**src/design/dbnd_pkg.sv**
```systemverilog
package dbnd_pkg;

	localparam int DIGIT_W = 4;
	localparam int TDATA_W = 8;
	localparam logic [DIGIT_W-1:0] DIGIT_MAX = 4'd9;
	localparam logic [DIGIT_W:0] DEC_BASE = 5'd10;

	typedef enum logic [2:0] {
		ST_IDLE,
		ST_SPAN,
		ST_CMP_RD,
		ST_CMP_EV,
		ST_SUB_RD,
		ST_SUB_EV,
		ST_EMIT_RD,
		ST_EMIT_OUT
	} dbnd_state_t;

endpackage

```
**src/design/decimal_big_number_difference.sv**
```systemverilog
// Digits load at one item per cycle while the block is idle; no new digit is taken until
// the last result digit has gone. After the end-marked item the block finds the longer
// operand's digit count, compares the operands from the top weight down to the first digit
// where they differ, then subtracts every digit from weight zero up before its first result.
// Each result digit is read from the store, then offered until taken; one memory read per digit.
// Reset (arst_n low, asynchronous) clears both digit counts, the overflow flag and the
// state; the digit stores themselves are not cleared.
module decimal_big_number_difference #(
	parameter int MAX_DIGITS = 32
) (
	input  logic                          clk,
	input  logic                          arst_n,
	input  logic                          s_tvalid,
	output logic                          s_tready,
	input  logic [dbnd_pkg::TDATA_W-1:0]  s_tdata,  // [3:0] digit_in, [7:4] zero
	input  logic                          s_tuser,  // [0] func
	input  logic                          s_tlast,  // end_of_operands
	output logic                          m_tvalid,
	input  logic                          m_tready,
	output logic [dbnd_pkg::TDATA_W-1:0]  m_tdata,  // [3:0] digit_out, [7:4] zero
	output logic                          m_tuser,  // [0] overflow
	output logic                          m_tlast   // last_digit
);
	import dbnd_pkg::*;

	// Counts must hold MAX_DIGITS itself; store indexes only need MAX_DIGITS-1.
	localparam int LW = $clog2(MAX_DIGITS + 1);
	localparam int AW = (MAX_DIGITS > 1) ? $clog2(MAX_DIGITS) : 1;
	localparam logic [LW-1:0] MAX_LEN = LW'(MAX_DIGITS);
	localparam logic [LW-1:0] ONE = LW'(1);

	// Operand stores hold digits in arrival order, so the most significant digit sits
	// at index 0. The difference store is indexed by decimal weight.
	logic [DIGIT_W-1:0] mem_a [MAX_DIGITS];
	logic [DIGIT_W-1:0] mem_b [MAX_DIGITS];
	logic [DIGIT_W-1:0] mem_d [MAX_DIGITS];

	dbnd_state_t state_q, state_d;

	logic [LW-1:0]      len_a_q, len_b_q;
	logic               ovf_q;
	logic [LW-1:0]      span_q;
	logic [LW-1:0]      cnt_q;      // digit position walker, meaning depends on the pass
	logic [LW-1:0]      top_q;      // one above the highest nonzero difference digit
	logic               borrow_q;
	logic               swap_q;     // second operand is the larger one
	logic               za_q, zb_q; // position lies above an operand's length
	logic [DIGIT_W-1:0] rd_a_q, rd_b_q, rd_d_q;

	logic               in_acc, out_acc;
	logic [DIGIT_W-1:0] din_sat;
	logic [LW-1:0]      rd_pos;
	logic [LW-1:0]      addr_a_full, addr_b_full, addr_d_full;
	logic [DIGIT_W-1:0] opa, opb, big_d, small_d;
	logic [DIGIT_W:0]   sub_y, sub_r;
	logic               sub_brw;
	logic [LW-1:0]      top_nx;
	logic [LW-1:0]      span_nx;
	logic               cmp_done, sub_done;

	assign in_acc  = s_tvalid && s_tready;
	assign out_acc = m_tvalid && m_tready;

	// Out-of-range digits saturate to nine.
	assign din_sat = (s_tdata[DIGIT_W-1:0] > DIGIT_MAX) ? DIGIT_MAX : s_tdata[DIGIT_W-1:0];

	// The compare pass walks weights downward and is one behind cnt_q; the subtract pass
	// walks weights upward from zero. Weight p of an operand sits at index len-1-p.
	assign rd_pos      = (state_q == ST_CMP_RD) ? cnt_q - ONE : cnt_q;
	assign addr_a_full = len_a_q - ONE - rd_pos;
	assign addr_b_full = len_b_q - ONE - rd_pos;
	assign addr_d_full = cnt_q - ONE;

	// Digits above an operand's length read as zero.
	assign opa = za_q ? '0 : rd_a_q;
	assign opb = zb_q ? '0 : rd_b_q;

	assign big_d   = swap_q ? opb : opa;
	assign small_d = swap_q ? opa : opb;

	// One decimal digit of subtraction with borrow.
	assign sub_y   = {1'b0, small_d} + {{DIGIT_W{1'b0}}, borrow_q};
	assign sub_brw = ({1'b0, big_d} < sub_y);
	assign sub_r   = sub_brw ? ({1'b0, big_d} + DEC_BASE - sub_y) : ({1'b0, big_d} - sub_y);
	assign top_nx  = (sub_r != '0) ? cnt_q + ONE : top_q;

	assign span_nx  = (len_a_q > len_b_q) ? len_a_q : len_b_q;
	assign cmp_done = (opa != opb) || (cnt_q == ONE);
	assign sub_done = (cnt_q + ONE == span_q);

	// Next state and handshake outputs.
	always_comb begin
		state_d  = state_q;
		s_tready = 1'b0;
		m_tvalid = 1'b0;
		unique case (state_q)
			ST_IDLE: begin
				s_tready = 1'b1;
				if (in_acc && s_tlast) begin
					state_d = ST_SPAN;
				end
			end
			ST_SPAN: begin
				state_d = ST_CMP_RD;
			end
			ST_CMP_RD: begin
				state_d = ST_CMP_EV;
			end
			ST_CMP_EV: begin
				state_d = cmp_done ? ST_SUB_RD : ST_CMP_RD;
			end
			ST_SUB_RD: begin
				state_d = ST_SUB_EV;
			end
			ST_SUB_EV: begin
				state_d = sub_done ? ST_EMIT_RD : ST_SUB_RD;
			end
			ST_EMIT_RD: begin
				state_d = ST_EMIT_OUT;
			end
			ST_EMIT_OUT: begin
				m_tvalid = 1'b1;
				if (out_acc) begin
					state_d = (cnt_q == ONE) ? ST_IDLE : ST_EMIT_RD;
				end
			end
			default: begin
				state_d = ST_IDLE;
			end
		endcase
	end

	always_ff @(posedge clk or negedge arst_n) begin
		if (!arst_n) begin
			state_q <= ST_IDLE;
		end else begin
			state_q <= state_d;
		end
	end

	// Control registers: digit counts, overflow flag, the pass walker and the compare and subtract state.
	always_ff @(posedge clk or negedge arst_n) begin
		if (!arst_n) begin
			len_a_q  <= '0;
			len_b_q  <= '0;
			ovf_q    <= 1'b0;
			span_q   <= '0;
			cnt_q    <= '0;
			top_q    <= '0;
			borrow_q <= 1'b0;
			swap_q   <= 1'b0;
		end else begin
			case (state_q)
				ST_IDLE: begin
					if (in_acc) begin
						if (!s_tuser) begin
							if (len_a_q < MAX_LEN) begin
								len_a_q <= len_a_q + ONE;
							end else begin
								ovf_q <= 1'b1;
							end
						end else begin
							if (len_b_q < MAX_LEN) begin
								len_b_q <= len_b_q + ONE;
							end else begin
								ovf_q <= 1'b1;
							end
						end
					end
				end
				ST_SPAN: begin
					span_q <= span_nx;
					cnt_q  <= span_nx;
					swap_q <= 1'b0;
				end
				ST_CMP_EV: begin
					if (cmp_done) begin
						swap_q   <= (opb > opa);
						cnt_q    <= '0;
						top_q    <= '0;
						borrow_q <= 1'b0;
					end else begin
						cnt_q <= cnt_q - ONE;
					end
				end
				ST_SUB_EV: begin
					borrow_q <= sub_brw;
					top_q    <= top_nx;
					// An all-zero difference still emits its lowest digit.
					cnt_q    <= sub_done ? ((top_nx == '0) ? ONE : top_nx) : cnt_q + ONE;
				end
				ST_EMIT_OUT: begin
					if (out_acc) begin
						cnt_q <= cnt_q - ONE;
						if (cnt_q == ONE) begin
							len_a_q <= '0;
							len_b_q <= '0;
							ovf_q   <= 1'b0;
						end
					end
				end
				default: begin
				end
			endcase
		end
	end

	// Digit stores: at most one write and one registered read per cycle each.
	always_ff @(posedge clk) begin
		if (in_acc && !s_tuser && (len_a_q < MAX_LEN)) begin
			mem_a[len_a_q[AW-1:0]] <= din_sat;
		end
		if (in_acc && s_tuser && (len_b_q < MAX_LEN)) begin
			mem_b[len_b_q[AW-1:0]] <= din_sat;
		end
		if (state_q == ST_SUB_EV) begin
			mem_d[cnt_q[AW-1:0]] <= sub_r[DIGIT_W-1:0];
		end
		rd_a_q <= mem_a[addr_a_full[AW-1:0]];
		rd_b_q <= mem_b[addr_b_full[AW-1:0]];
		if (state_q == ST_EMIT_RD) begin
			rd_d_q <= mem_d[addr_d_full[AW-1:0]];
		end
		if ((state_q == ST_CMP_RD) || (state_q == ST_SUB_RD)) begin
			za_q <= (rd_pos >= len_a_q);
			zb_q <= (rd_pos >= len_b_q);
		end
	end

	assign m_tdata = {{(TDATA_W-DIGIT_W){1'b0}}, rd_d_q};
	assign m_tlast = (cnt_q == ONE);
	assign m_tuser = ovf_q;

	a_no_overlap: assert property (@(posedge clk) disable iff (!arst_n)
		!(s_tready && m_tvalid))
		else $error("input and output sides active together");

	a_digit_range: assert property (@(posedge clk) disable iff (!arst_n)
		m_tvalid |-> (m_tdata[DIGIT_W-1:0] <= DIGIT_MAX))
		else $error("result digit above nine");

	a_len_bound: assert property (@(posedge clk) disable iff (!arst_n)
		(len_a_q <= MAX_LEN) && (len_b_q <= MAX_LEN))
		else $error("digit count beyond capacity");

	a_emit_cnt: assert property (@(posedge clk) disable iff (!arst_n)
		(state_q == ST_EMIT_OUT) |-> (cnt_q != '0))
		else $error("emit walker at zero");

	a_back_to_idle: assert property (@(posedge clk) disable iff (!arst_n)
		(m_tvalid && m_tready && m_tlast) |=> (s_tready && (len_a_q == '0) && !ovf_q))
		else $error("block not cleared after final result");

endmodule

```
**config.mk**
```make
export PLATFORM = sky130hd
export DESIGN_NAME = decimal_big_number_difference
export DESIGN_NICKNAME = d
export VERILOG_FILES = /design/src/design/dbnd_pkg.sv /design/src/design/decimal_big_number_difference.sv
export SDC_FILE = /design/constraint.sdc
export NUM_CORES = 1
export LEC_CHECK = 0
export BUFFER_PORTS_ARGS = -buffer_cell sky130_fd_sc_hd__buf_4
export CAP_MARGIN = 20
export CORE_UTILIZATION = 50
export DETAILED_ROUTE_END_ITERATION = 16
export PLACE_DENSITY = 0.62
export SYNTH_ARGS = -nofsm -noshare
export SYNTH_HDL_FRONTEND = slang
export SYNTH_SLANG_ARGS = --single-unit
```
**constraint.sdc**
```tcl
create_clock -name clk -period 8 [get_ports clk]
set_input_delay 2 -clock clk [delete_from_list [all_inputs] [get_ports clk]]
set_output_delay 2 -clock clk [all_outputs]
set_load 0.01 [all_outputs]
```
==> impl_summary.md <==
Clock network
The maximum level of the CTS H-tree is 2. For the worst-skew pair, the clock arrives at the later sink with an insertion delay of 0.57 ns. The number of gates given a new drive strength after cts is 0.

The clock tree root buffer cell is sky130_fd_sc_hd__clkbuf_16. The clock tree from TritonCTS is built. After clock tree synthesis, the clock-pin slew on the worst setup and hold paths is 0.06 ns. CTS saw 434 sinks.

In this run the post-CTS setup repair buffer count came out at 0. The number of buffers inserted by hold repair at cts is 0. The number of buffers created by CTS is 45. The maximum clock insertion buffer count is 3.

Outcome
The run finished with clean final reports.

Logic synthesis
Summing the areas of all fa, ha and maj instances in the mapped netlist gives 4.06% of the synthesized area. The mux cell area share after synthesis is 15.4%. The number of cells produced by synthesis is 1105. For this run, the number of Yosys warnings is 0. The number of flops mapped to enable cells by yosys is 390. Each instance of the synthesized netlist takes up on average 17.3 um2. Summing the areas of all xor and xnor instances in the mapped netlist gives 1.77% of the synthesized area. After synthesis, the share of flip-flops with an asynchronous set or reset is 8.29%. The total of flip-flops plus latches after synthesis is 434.

The cell area that synthesis handed to floorplanning was 0.0191 mm2. In the synthesized netlist the dominant register cell turns out to be sky130_fd_sc_hd__edfxtp_1. Of the total synthesized cell area, the portion taken by AND, OR, NAND and NOR gates is 6.22%. The synthesized netlist devotes 3.71% of its cell area to compound gates. The share of the Yosys chip area taken by registers is 66.9%. After synthesis, the largest family of logic cells by area is multiplexers. The distinct cell type count of the synthesized netlist is 67.

Routing
For this run, the detailed router's first-pass iteration total came to 5. The vias after detailed routing is 9652. The routed via count divided by cell count is 5.71.

The detail-routed net length per standard cell is 22.6 um. After detailed routing, the total wire length is 38.2 mm. The residual antenna-violating net count after detailed routing is 0.

The DRC violation count after routing is 0. For this block, the initial DRC count from the detailed router was 776.

Critical path
The cell seen most often among critical-path stages is sky130_fd_sc_hd__ha_1. The buffers plus inverters on the worst setup path is 1. The signal on the critical path passes through nand2b_1 -> o21ai_0 -> ha_1 -> ha_1 -> xnor2_1 -> ha_1 -> inv_1 -> fa_1 -> nor2_1 -> or3b_4 -> and3_4 -> a211o_4 -> nor4_4 -> mux2_1 -> o21ai_1. The biggest fanout along the worst timing path is 6. At the worst endpoint, the arrival time is 4.91 ns.

The type of element capturing the critical path is a register. The startpoint class of the critical path is a register. Data on the critical path is required at its endpoint by 8.47 ns. The worst setup path is of the register to register kind. The largest individual stage delay along the critical path comes from the cell sky130_fd_sc_hd__fa_1. The kind of cell with the highest combined delay on the critical path is simple AND/OR/NAND/NOR gates. The delay of the slowest critical-path stage is 0.58 ns.

STA
The final number of max-transition violations is 0. Adding up every negative setup slack in the final design gives 0 ns. The maximum clock frequency is 0.225 GHz. The final-report setup violation count is 0. In the finished design, the share of the clock period the worst path needs comes to 55.5%.

The smallest clock period supported by the final layout is computed as 4.44 ns. The setup clock skew after layout is 0.0264 ns. The count of final hold-check violations came to 0.

Measured against its own limit, the worst slew margin works out to 32.7%. Setup repair after global routing left no endpoint under its margin. At the pin with the least slew margin, the transition time is 1.01 ns.

Layout
Of the cells placed in the final design, the portion with a size suffix greater than 1 is 21.7%. The commonest non-fill, non-tap cell in the layout is sky130_fd_sc_hd__edfxtp_1. The net count reported at finish is 1218.

Relative to the synthesized area, the layout overhead comes to 11.4%. The number of antenna diodes in the final layout is 0. The design area is 0.0213 mm2.

The library cells used most frequently in the layout, excluding fill and tap cells, are sky130_fd_sc_hd__edfxtp_1 (390), sky130_fd_sc_hd__nor2_1 (128), sky130_fd_sc_hd__mux4_2 (120), sky130_fd_sc_hd__ha_1 (52), sky130_fd_sc_hd__clkbuf_16 (46).

Global routing
The first-pass GRT wire length is 60.2 mm. The maximum number of pins on one net before global-route repair is 68. The number of antenna violations at the first check in global routing is 0. The via count of the first global-routing pass is 10146.

Global routing used 20.9% of the available tracks across all layers. The sum of overflow across all layers after global routing is 0.

Placement
The wire-length estimate of the detail-placed layout is 24.7 mm. Port buffering added 17 buffers. The congestion estimate from routability-driven global placement came to 0.797. After detailed placement, the total cell area comes to 0.0198 mm2.

Job
The number of max-cap violations is 0.

Die
The area inside the core boundary is 0.0376 mm2. The die covers 0.0390 mm2. 26 I/O pins were placed.

The y dimension of the die is 197 um. The row count is 71. The initial utilization of the core area, before any placement, comes to 50.8%. From left edge to right edge, the die measures 197 um.

Power and ir drop
IR analysis of the VDD net gives a maximum drop of 0.244 mV. The overall power is 7880 uW. In this run the power density over the cells is 371 mW/mm2. Summed over all cells, the static leakage comes to 0.00707 uW.

Worst hold path
The class of the worst hold path is register to register.
worst paths after layout:
kind | start | end | slack [ns] | cells past startpoint
max | zb_q$_DFFE_PP_ | cnt_q[5]$_DFFE_PN0P_ | 3.56 | 15
min | top_q[0]$_DFFE_PN0P_ | top_q[0]$_DFFE_PN0P_ | 0.51 | 1
max reg2reg | zb_q$_DFFE_PP_ | cnt_q[5]$_DFFE_PN0P_ | 3.56 | 15
min reg2reg | top_q[0]$_DFFE_PN0P_ | top_q[0]$_DFFE_PN0P_ | 0.51 | 1
max in group asynchronous | arst_n | cnt_q[0]$_DFFE_PN0P_ | 6.20 | 1
min in group asynchronous | arst_n | len_b_q[5]$_DFFE_PN0P_ | 1.41 | 1
power by group:
group / internal [uW] / leakage [uW] / switching (uW) / total (uW)
clock network: 1220 / 0.000714 / 846 / 2070
logic: 1260 / 0.00234 / 1530 / 2790
registers: 2920 / 0.00401 / 101 / 3020
layer usage:
layer	vias up	share of wire (%)	GRT usage (%)	routed length [um]
li1	4425	-	-	-
met1	4991	44	29.0	16800
met2	178	50	34.2	19200
met3	58	3.6	2.78	1380
met4	0	2.2	6.83	848
met5	-	0	0	0
worst register-to-register path: stages (launching register included):
cell                       delay, ns
sky130_fd_sc_hd__edfxtp_1       0.50
sky130_fd_sc_hd__nand2b_1       0.24
sky130_fd_sc_hd__o21ai_0        0.18
sky130_fd_sc_hd__ha_1           0.22
sky130_fd_sc_hd__ha_1           0.21
sky130_fd_sc_hd__xnor2_1        0.13
sky130_fd_sc_hd__ha_1           0.24
sky130_fd_sc_hd__inv_1          0.09
sky130_fd_sc_hd__fa_1           0.58
sky130_fd_sc_hd__nor2_1         0.07
sky130_fd_sc_hd__or3b_4         0.37
sky130_fd_sc_hd__and3_4         0.19
sky130_fd_sc_hd__a211o_4        0.36
sky130_fd_sc_hd__nor4_4         0.46
sky130_fd_sc_hd__mux2_1         0.39
sky130_fd_sc_hd__o21ai_1        0.11
flip-flops by register name, summed over array words and instances (netlist names):
register  flops
swap_q        1
cnt_q         6
zb_q          1
rd_d_q        4
state_q       3
mem_d       128
mem_b       128
mem_a       128
za_q          1
rd_a_q        4
span_q        6
borrow_q      1
m_tuser       1
top_q         6
len_a_q       6
len_b_q       6
rd_b_q        4
cell families (layout without fill, tap and decap cells):
| kind of cell | count (synthesis) | in the layout |
|---|---|---|
| XOR/XNOR | 37 | 37 |
| AND/OR/NAND/NOR | 254 | 254 |
| buffers and inverters | 78 | 150 |
| adder cells (fa/ha/maj) | 59 | 59 |
| flip-flops | 434 | 434 |
| other | 1 | 4 |
| multiplexers | 141 | 141 |
| AO/OA/AOI/OAI | 101 | 101 |
area by class of cell:
class	instances	area (um2)
clock inverter	25	263
multi-input combinational	596	6000
tap	511	639
sequential	434	12800
timing repair buffer	34	268
clock buffer	57	1190
inverter	34	128
fill	2915	16300
through the flow:
step | hold WS (ns) | std cells | utilization, % | worst slack, ns
6_report | 0.505 | 1691 | 56.6 | 3.56
5_1_grt | 0.539 | 1691 | 56.6 | 3.25
4_1_cts | 0.503 | 1690 | 56.5 | 3.53
3_5_place_dp | 0.478 | 1608 | 52.6 | 3.62
3_3_place_gp | 0.478 | 1608 | 52.6 | 3.65
2_1_floorplan | 0.456 | 1108 | - | 3.68
synth_stat cells, types with 4 or more instances:
library cell / instances / area share [%]
sky130_fd_sc_hd__xor2_1: 9 / 0.41
sky130_fd_sc_hd__a21o_1: 8 / 0.31
sky130_fd_sc_hd__clkbuf_8: 5 / 0.36
sky130_fd_sc_hd__mux2i_1: 4 / 0.21
sky130_fd_sc_hd__mux4_2: 120 / 14
sky130_fd_sc_hd__nand2_1: 45 / 0.88
sky130_fd_sc_hd__o21ai_1: 5 / 0.13
sky130_fd_sc_hd__buf_4: 4 / 0.16
sky130_fd_sc_hd__nand3b_1: 5 / 0.20
sky130_fd_sc_hd__o211ai_1: 7 / 0.28
sky130_fd_sc_hd__ha_1: 54 / 3.5
sky130_fd_sc_hd__nand3_1: 22 / 0.58
sky130_fd_sc_hd__dfxtp_1: 8 / 0.84
sky130_fd_sc_hd__nor2_1: 128 / 2.5
sky130_fd_sc_hd__a21oi_1: 23 / 0.60
sky130_fd_sc_hd__mux2_2: 14 / 0.83
sky130_fd_sc_hd__o221ai_1: 6 / 0.28
sky130_fd_sc_hd__o21a_1: 8 / 0.31
sky130_fd_sc_hd__xnor2_1: 27 / 1.2
sky130_fd_sc_hd__buf_2: 6 / 0.16
sky130_fd_sc_hd__o2bb2ai_1: 4 / 0.18
sky130_fd_sc_hd__nand4_1: 6 / 0.20
sky130_fd_sc_hd__buf_1: 6 / 0.12
sky130_fd_sc_hd__clkbuf_1: 22 / 0.43
sky130_fd_sc_hd__dfrtp_1: 36 / 4.7
sky130_fd_sc_hd__inv_1: 32 / 0.63
sky130_fd_sc_hd__o21ai_0: 16 / 0.42
sky130_fd_sc_hd__nor2b_1: 10 / 0.33
sky130_fd_sc_hd__fa_1: 5 / 0.52
sky130_fd_sc_hd__edfxtp_1: 390 / 61
sky130_fd_sc_hd__nand2b_1: 11 / 0.36
sky130_fd_sc_hd__nor3_1: 9 / 0.24
Power figures use the tool's default switching activity.
